## config.mk

```make
export PLATFORM = sky130hd
export DESIGN_NAME = sca_ctrl
export DESIGN_NICKNAME = d
export VERILOG_FILES = /design/src/rtl/sca_pkg.sv /design/src/rtl/sca_ctrl.sv
export SDC_FILE = /design/constraint.sdc
export NUM_CORES = 1
export LEC_CHECK = 0
export BUFFER_PORTS_ARGS = -buffer_cell sky130_fd_sc_hd__buf_2
export CAP_MARGIN = 10
export CELL_PAD_IN_SITES_DETAIL_PLACEMENT = 1
export CELL_PAD_IN_SITES_GLOBAL_PLACEMENT = 1
export CORE_AREA = 3 3 40 42
export CTS_CLUSTER_DIAMETER = 80
export DETAILED_ROUTE_END_ITERATION = 8
export DIE_AREA = 0 0 43 45
export MAX_ROUTING_LAYER = met4
export PLACE_DENSITY = 0.41
export SKIP_LAST_GASP = 1
export SYNTH_ARGS = -nofsm -noshare
export SYNTH_HDL_FRONTEND = slang
export SYNTH_SLANG_ARGS = --single-unit
export TNS_END_PERCENT = 5
```

## constraint.sdc

```tcl
create_clock -name i_clk -period 2.8 [get_ports i_clk]
set_input_delay 0.14 -clock i_clk [delete_from_list [all_inputs] [get_ports i_clk]]
set_output_delay 0.14 -clock i_clk [all_outputs]
set_load 0.1 [all_outputs]
```

## src/rtl/sca_pkg.sv

```systemverilog
`timescale 1ns / 1ps
// ----------------------------------------------------------------------------
// sca_pkg
// Shared types and constants of the scatter-add accumulator.
// ----------------------------------------------------------------------------
package sca_pkg;

    // store geometry
    localparam int MAX_ROWS    = 256;
    localparam int MAX_COLS    = 64;
    localparam int ROW_IDX_W   = $clog2(MAX_ROWS);
    localparam int COL_W       = 6;
    localparam int STORE_DEPTH = MAX_ROWS * MAX_COLS;
    localparam int ADDR_W      = $clog2(STORE_DEPTH);
    localparam int DATA_W      = 32;

    // configuration port
    localparam int CFG_IDX_W  = 1;
    localparam int CFG_DATA_W = 9;
    localparam logic [CFG_IDX_W-1:0] CFG_ROW_COUNT = 1'b0;
    localparam logic [CFG_IDX_W-1:0] CFG_ROW_WIDTH = 1'b1;
    localparam logic [8:0] ROW_COUNT_RST = 9'd256;
    localparam logic [6:0] ROW_WIDTH_RST = 7'd64;

    // item modes
    localparam logic MODE_ACCUM = 1'b0;
    localparam logic MODE_READ  = 1'b1;

    // result status codes
    localparam logic [1:0] STATUS_OK      = 2'd0;
    localparam logic [1:0] STATUS_BAD_ROW = 2'd1;
    localparam logic [1:0] STATUS_BAD_COL = 2'd2;

    // input word
    typedef struct packed {
        logic               mode;
        logic signed [15:0] row;
        logic [COL_W-1:0]   col;
        logic signed [31:0] value;
    } t_in;

    // result word
    typedef struct packed {
        logic signed [31:0] result_value;
        logic [1:0]         status;
    } t_out;

    // controller states
    typedef enum logic [1:0] {
        S_CLEAR,
        S_IDLE,
        S_READ,
        S_WRITE
    } t_state;

    // controller to datapath commands
    typedef struct packed {
        logic clr_en;
        logic load;
        logic wb;
    } t_cmd;

    // datapath to controller status
    typedef struct packed {
        logic clr_last;
    } t_stat;

endpackage

```

## src/rtl/sca_ctrl.sv

```systemverilog
`timescale 1ns / 1ps
// ----------------------------------------------------------------------------
// sca_ctrl
// Controller: clearing sweep after reset, then read / write-back per word.
// ----------------------------------------------------------------------------
module sca_ctrl (
    input  logic           i_clk,
    input  logic           i_rst_n,
    input  logic           start,
    input  sca_pkg::t_stat i_stat,
    output sca_pkg::t_cmd  o_cmd,
    output logic           busy
);

    sca_pkg::t_state r_state;
    sca_pkg::t_state n_state;

    // state register
    always_ff @(posedge i_clk) begin
        if (!i_rst_n) begin
            r_state <= sca_pkg::S_CLEAR;
        end else begin
            r_state <= n_state;
        end
    end

    // next state
    always_comb begin
        n_state = r_state;
        unique case (r_state)
            sca_pkg::S_CLEAR: begin
                if (i_stat.clr_last) begin
                    n_state = sca_pkg::S_IDLE;
                end
            end
            sca_pkg::S_IDLE: begin
                if (start) begin
                    n_state = sca_pkg::S_READ;
                end
            end
            sca_pkg::S_READ:  n_state = sca_pkg::S_WRITE;
            sca_pkg::S_WRITE: n_state = sca_pkg::S_IDLE;
            default:          n_state = sca_pkg::S_IDLE;
        endcase
    end

    // outputs
    always_comb begin
        o_cmd = '0;
        busy  = 1'b1;
        unique case (r_state)
            sca_pkg::S_CLEAR: o_cmd.clr_en = 1'b1;
            sca_pkg::S_IDLE: begin
                busy       = 1'b0;
                o_cmd.load = start;
            end
            sca_pkg::S_READ:  o_cmd = '0;
            sca_pkg::S_WRITE: o_cmd.wb = 1'b1;
            default:          o_cmd = '0;
        endcase
    end

endmodule

```

==> metrics, run 1 <==
Hold Crit Class in -> reg; CTS tree yes; max FFs per register 2; core footprint 0.00128 sq mm; Largest regs r_state (2); DRC Markers 0; syn avg cell area 8.98 sq um; IO Pins 8; largest net degree at the start of global routing 5; worst-skew pair later-pin latency 0.22 ns; post-route insts no fill 42; Worst EP arrival 1.31 ns; final setup TNS 0 ns; GPL Wtd Cong 0.674; fmax 689 MHz; Synth Area in Compound Gates 14.8%; layout cell share with drive strength beyond 1 48.1%; Antenna Violating Nets Remaining 0; Finished Core Util 17.8%; post-synthesis cell area 153 sq um; Adder-Cell Fraction of Synth Area 24.6%; via/cell ratio 3.43; Startpoint Class flop; routed via count 144; Total Die Area 0.00194 sq mm; initial antenna violation count 0; Synth Area in XOR/XNOR 0%; pre-CTS setup slack 1.56 ns; antenna cells 0; Synth Warn # 0; clock sinks 2; total wire length 363 microns; mux share of post-synthesis cell area 6.56%; Initial Util 11.9%; number of global-route vias before repair 161; Worst Skew 0.00519 ns; post-cts hold buffer count 0; htree depth 1; syn_nets 24; global-route usage over all layers 5.39%; critical path type reg -> out; clk buf depth 2; Yosys reg bits 2; Worst Path Required 2.66 ns; First-pass DRT Iterations 1; CTS resizes 0; post-synthesis simple-gate area fraction 20.5%; final worst slack 1.35 ns; Multi-input gate area 101 sq um; Max-slew headroom 67.7%; max-slew violation count 0; RSZ-0062 raised after global routing false; CTS clk-pin slew, worst paths 0.03 ns; clock buffers created by TritonCTS 3; Port Buffer Count 7; global route overflow 0; crit share post-route 51.8%; Top reg by flops r_state; CP endpoint kind output port; transition time of the tightest slew-check pin 0.488 ns; Worst Path Max Fanout 3; fin crit period 1.45 ns; CTS root buf clkbuf_4; synth unique cells 11; P&R area growth vs syn 50.0%; most frequent cells in the layout buf_2 (7), nand2_1 (3), ha_1 (3), clkbuf_4 (3); Layout Nets 36; register area share after synthesis 26.2%; Synth Instances 17; site row count 13; Initial DRC Count 0; register area 40.0 sq um; Setup Fix Bufs, Post-CTS 0; fill cell count 162; max cap viols 0; dpl cells 39; most common cell after layout, fill and taps aside buf_2; Die H 45 microns; largest family of logic cells by synthesized area adder cells; Die X 43 microns; first-pass GRT wire length 690 microns; final setup fails 0; wire length per cell 8.64 microns; final number of hold-violating endpoints 0; status completed
-- metrics by stage --
| stage | instance area (sq um) | hold WS (ns) |
|---|---|---|
| 6_report | 229 | 0.196 |
| 5_1_grt | 229 | 0.195 |
| 4_1_cts | 229 | 0.194 |
| 3_5_place_dp | 206 | 0.427 |
| 3_3_place_gp | 206 | 0.441 |
| 2_1_floorplan | 153 | 0.282 |
-- kinds of logic (layout without fill, tap and decap cells) --
group | count (synthesis) | count (layout)
simple gates | 5 | 5
fa+ha+maj | 3 | 3
compound gates | 3 | 3
buf+inv | 3 | 13
flops | 2 | 2
mux | 1 | 1
-- final cells by class --
class                      count  area share, %
sequential                     2           17.5
multi-input combinational     12           44.3
clock buffer                   3           9.84
inverter                       3           4.92
timing repair buffer           7           15.3
tap                           15           8.20
-- synth_stat cells --
library cell | number | share of area, %
and2_1 | 1 | 4.1
nand2b_4 | 1 | 9.0
a21oi_1 | 1 | 3.3
ha_1 | 3 | 25
nand2_1 | 3 | 7.4
a31o_1 | 1 | 5.7
inv_2 | 1 | 2.5
inv_1 | 2 | 4.9
dfxtp_1 | 2 | 26
o21ai_2 | 1 | 5.7
mux2i_1 | 1 | 6.6
-- worst paths after layout --
kind | startpoint | to | slack (ns) | depth (start not counted)
setup / recovery | r_state[1] | busy | 1.35 | 4
hold / removal | i_rst_n | r_state[0] | 0.20 | 2
setup reg to reg | r_state[0] | r_state[0] | 1.69 | 5
hold reg to reg | r_state[1] | r_state[1] | 0.48 | 2
-- worst max-delay path: stages (launching register included) --
cell     delay [ns]
dfxtp_1        0.34
inv_1          0.06
ha_1           0.19
inv_2          0.07
buf_2          0.42
-- metal layers --
metal  part of all wire (%)  vias to the layer above  routed length [microns]  track usage, %
li1                       -                       75                        -               -
met3                     17                        0                       62            5.58
met2                     32                       10                      115            6.29
met5                      0                        -                        0               -
met1                     51                       59                      185            5.98
met4                      0                        0                        0            1.81
Power of run 1 is not shown: default switching activity piles up to over one toggle a cycle in this logic, so the estimate is an artifact.
==> run 2: changes to the inputs <==
Settings changed: PLACE_DENSITY 0.41 to 0.42.
Clock period 2.8 ns to 1.2 ns, I/O delays scaled along.
==> run 2 against run 1 <==
Compared with the run above: non-clock buffer count is 1 higher; via count rose by 2.8%; largest cell class unchanged; setup slack lost 1.3 ns; register-to-register slack got worse by 1.5 ns; critical endpoint is now o_cmd[1].
==> metrics, run 2 (synthesis gave the netlist of run 1 again) <==
post-route insts no fill 43 (+2.4%); via/cell ratio 3.44 (+0.39%); wire length per cell 9.58 microns (+11%); most frequent cells in the layout buf_12 (4), nand2_1 (3), clkbuf_4 (3), buf_2 (3); Die X 43 microns (unchanged); CTS clk-pin slew, worst paths 0.03 ns (about the same); Top reg by flops r_state; initial antenna violation count 0 (unchanged); htree depth 1 (unchanged); Worst EP arrival 1.07 ns (-0.24 ns); Initial DRC Count 0 (unchanged); global-route usage over all layers 5.99% (+0.60 points); final number of hold-violating endpoints 0 (unchanged); DRC Markers 0 (unchanged); global route overflow 0 (unchanged); total wire length 412 microns (+13%); Initial Util 11.9% (unchanged); crit-path cells inv_2 -> ha_2 -> and2_4 -> buf_12; max-slew violation count 0 (unchanged); fmax 883 MHz; dpl cells 39 (unchanged); final setup TNS 0 ns (unchanged); max incr delay on CP 0.31 ns (-0.11 ns); P&R area growth vs syn 101%; Hold Crit Class in -> reg; Total Die Area 0.00194 sq mm (unchanged); Antenna Violating Nets Remaining 0 (unchanged); status completed; Slowest-stage cell, CP dfxtp_2; number of global-route vias before repair 164 (+1.9%); Worst Path Required 1.14 ns (-1.52 ns); CP Buf/Inv Count 2 (-1); clock buffers created by TritonCTS 3 (unchanged); layout cell share with drive strength beyond 1 71.4% (+23 points); core footprint 0.00128 sq mm (unchanged); Largest regs r_state (2); IO Pins 8 (unchanged); clock sinks 2 (unchanged); RSZ-0062 raised after global routing false; fill cell count 153 (-5.6%); Layout Nets 37 (+2.8%); CP endpoint kind output port; clk buf depth 2 (unchanged); crit share post-route 94.4%; max FFs per register 2 (unchanged); routed via count 148 (+2.8%); worst-skew pair later-pin latency 0.22 ns (about the same); first-pass GRT wire length 786 microns (+14%); Startpoint Class flop; HPWL Detailed 326 microns; GPL Wtd Cong 0.652 (-3.2%); Worst Path Max Fanout 2 (-1); most common cell after layout, fill and taps aside buf_12; site row count 13 (unchanged); antenna cells 0 (unchanged); CP top delay family flip-flops; Max-slew headroom 92.9% (+25 points); max cap viols 0 (unchanged); Die H 45 microns (unchanged); First-pass DRT Iterations 1 (unchanged); fin crit period 1.13 ns; Worst Skew 0.00487 ns (-0.000316 ns); Port Buffer Count 7 (unchanged); CTS tree yes; transition time of the tightest slew-check pin 0.103 ns (-0.385 ns); post-cts hold buffer count 0 (unchanged); CTS root buf clkbuf_4; final setup fails 0 (unchanged); critical path type reg -> out; largest net degree at the start of global routing 5 (unchanged)
[run 2: cell types whose count changed in the layout (fill, tap and decap cells not counted)]
| cell | delta |
|---|---|
| ha_1 | -2 |
| and2_4 | +1 |
| buf_12 | +4 |
| inv_2 | +1 |
| buf_2 | -4 |
| inv_1 | -1 |
| dfxtp_2 | +2 |
| dfxtp_1 | -2 |
| buf_4 | +1 |
| and2_1 | -1 |
| ha_2 | +2 |
[run 2: final timing paths]
check | startpoint | cells after the start | slack [ns] | endpoint
max | r_state[1] | 4 | 0.07 | o_cmd[1]
min | i_rst_n | 2 | 0.12 | r_state[0]
max reg2reg | r_state[0] | 5 | 0.16 | r_state[0]
min reg2reg | r_state[1] | 3 | 0.60 | r_state[1]
[run 2: worst reg2reg max path: stages, from the launching register on]
cell and delay, ns:
dfxtp_2 0.34, inv_1 0.05, ha_2 0.21, nand2b_4 0.09, a21oi_1 0.06, a31o_1 0.18
[run 2: final cells by class]
cell class                      count  area (sq um)  area share (%)
Clock buffer                        3          22.5            7.35
Inverter                            3          11.3            3.67
Sequential cell                     2          42.5            13.9
Multi-Input combinational cell     12           109            35.5
Timing Repair Buffer                8           103            33.5
Tap cell                           15          18.8            6.12
[run 2: timing repair]
| item | 4_1_cts | 5_1_grt |
|---|---|---|
| gates resized for setup | 4 | 1 |
| buffers inserted | 1 | 0 |
| gates cloned | 0 | 0 |
| setup endpoints to repair | 1 | 1 |
| hold endpoints to repair | 0 | 0 |
[run 2: metal layers]
layer	GRT usage (%)	share of wire [%]	wire [microns]	up-vias
li1	-	-	-	78
met1	5.98	47	193	62
met2	8.08	40	163	8
met3	5.98	13	55	0
met4	1.81	0	0	0
met5	-	0	0	-
[run 2: stage by stage]
stage	setup WS, ns	utilization, %	hold slack, ns	instance area (sq um)
finish	0.0674	23.9	0.120	307
floorplan	-0.134	-	0.202	156
global placement	0.122	21.0	0.343	270
detailed placement	0.108	21.0	0.351	270
global route	0.00982	23.9	0.135	307
CTS	0.0234	23.9	0.115	307
Power of run 2 is left out for the same reason.
==> run 3: changes to the inputs <==
Settings changed: GPL_TIMING_DRIVEN set to 0.
==> run 3 against run 2 <==
Compared with the run above: final area decreased by 9.8%; first-iteration DRC count increased by 6; via count increased by 3.4%; die area unchanged; core utilization decreased by 2.3 points; worst hold slack improved by 0.0085 ns; cell count unchanged; sequential share of layout area increased by 1.5 points; setup slack got worse by 0.034 ns; routed wire length decreased by 9.5%; highest routed layer unchanged.
==> metrics, run 3 (synthesis gave the netlist of run 1 again) <==
CP endpoint kind output port; post-cts hold buffer count 0 (unchanged); met2 Use GR 6.29% (-1.8 points); Startpoint Class flop; Initial DRC Count 6 (+6); htree depth 1 (unchanged); grt peak-use layer met4; core footprint 0.00128 sq mm (unchanged); Worst Path Required 1.14 ns (about the same); max-slew violation count 0 (unchanged); Hold Crit Class in -> reg; HPWL Detailed 291 microns (-10%); Worst EP arrival 1.11 ns (+0.04 ns); largest net degree at the start of global routing 5 (unchanged); DRC Markers 0 (unchanged); Antenna Violating Nets Remaining 0 (unchanged); grt met3 use 3.59% (-2.4 points); IO Pins 8 (unchanged); fill cell count 157 (+2.6%); Die X 43 microns (unchanged); fmax 857 MHz (-2.9%); worst-skew pair later-pin latency 0.22 ns (about the same); First-pass DRT Iterations 4 (+3); wire length per cell 8.67 microns (-9.5%); via/cell ratio 3.56 (+3.4%); first-pass GRT wire length 745 microns (-5.2%); clk buf depth 2 (unchanged); Largest regs r_state (2); placed inst area 210 sq um (-22%); routed via count 153 (+3.4%); status completed; fin crit period 1.17 ns (+0.0342 ns); global-route usage over all layers 5.99% (about the same); global route overflow 0 (unchanged); final number of hold-violating endpoints 0 (unchanged); layout cell share with drive strength beyond 1 67.9% (-3.6 points); Finished Cell Area 277 sq um (-9.8%); RSZ-0062 raised after global routing true; Worst Skew 0.00207 ns (-0.00281 ns); CTS root buf clkbuf_4; Worst Path Max Fanout 3 (+1); Total Die Area 0.00194 sq mm (unchanged); hold_sp i_rst_n; Layout Nets 37 (unchanged); site row count 13 (unchanged); crit share post-route 97.2% (+2.9 points); CTS tree yes; clock buffers created by TritonCTS 3 (unchanged); crit path from r_state[1]; CTS clk-pin slew, worst paths 0.03 ns (about the same); number of global-route vias before repair 178 (+8.5%); initial antenna violation count 0 (unchanged); Die H 45 microns (unchanged); transition time of the tightest slew-check pin 0.302 ns (+0.199 ns); most frequent cells in the layout clkbuf_4 (4), nand2_1 (3), buf_2 (3); Initial Util 11.9% (unchanged); antenna cells 0 (unchanged); Port Buffer Count 7 (unchanged); Top reg by flops r_state; total wire length 373 microns (-9.5%); P&R area growth vs syn 81.1%; clock sinks 2 (unchanged); max FFs per register 2 (unchanged); Reg2Reg Launch Point r_state[0]; Max-slew headroom 80.0% (-13 points); final setup fails 0 (unchanged); GPL Wtd Cong 0.664 (+1.8%); most common cell after layout, fill and taps aside clkbuf_4; critical path type reg -> out; met1 Usage GRT 6.71% (+0.73 points); max cap viols 0 (unchanged)
## run 3: path summary, 6_finish.rpt
path	cells past startpoint	slack [ns]	to
max	4	0.03	o_cmd[1]
min	3	0.13	r_state[1]
max reg2reg	5	0.16	r_state[0]
min reg2reg	2	0.47	r_state[1]
## run 3: what timing repair did
action,4_1_cts,5_1_grt
resized for setup,3,10
setup buffers,0,1
endpoints found under the setup margin,4,4
cloned,0,0
## run 3: worst max-delay path, stage by stage (launching register included)
cell	delay, ns
dfxtp_2	0.31
inv_1	0.07
ha_2	0.18
and2_4	0.15
buf_12	0.16
## run 3: through the flow
stage | setup TNS [ns] | hold slack [ns] | worst slack, ns | std cells | util, %
finish | 0 | 0.129 | 0.0331 | 43 | 21.5
global route | -0.0437 | 0.151 | -0.0240 | 43 | 21.5
CTS | -0.276 | 0.126 | -0.134 | 42 | 18.7
floorplan | -0.253 | 0.202 | -0.134 | 17 | -
global placement | 0 | 0.366 | 0.0258 | 39 | 16.4
detailed placement | 0 | 0.361 | 0.00989 | 39 | 16.4
## run 3: layout make-up
class | count | area, sq um | area share [%]
multi-input combinational | 12 | 109 | 39.4
timing repair buffer | 8 | 72.6 | 26.2
tap | 15 | 18.8 | 6.79
clock buffer | 3 | 22.5 | 8.14
sequential | 2 | 42.5 | 15.4
inverter | 3 | 11.3 | 4.07
## run 3: routing by layer
| metal | share of wire [%] | vias up |
|---|---|---|
| met3 | 11 | 0 |
| met5 | 0 | - |
| met2 | 42 | 8 |
| li1 | - | 77 |
| met1 | 47 | 68 |
| met4 | 0 | 0 |
Power of run 3 is left out for the same reason.
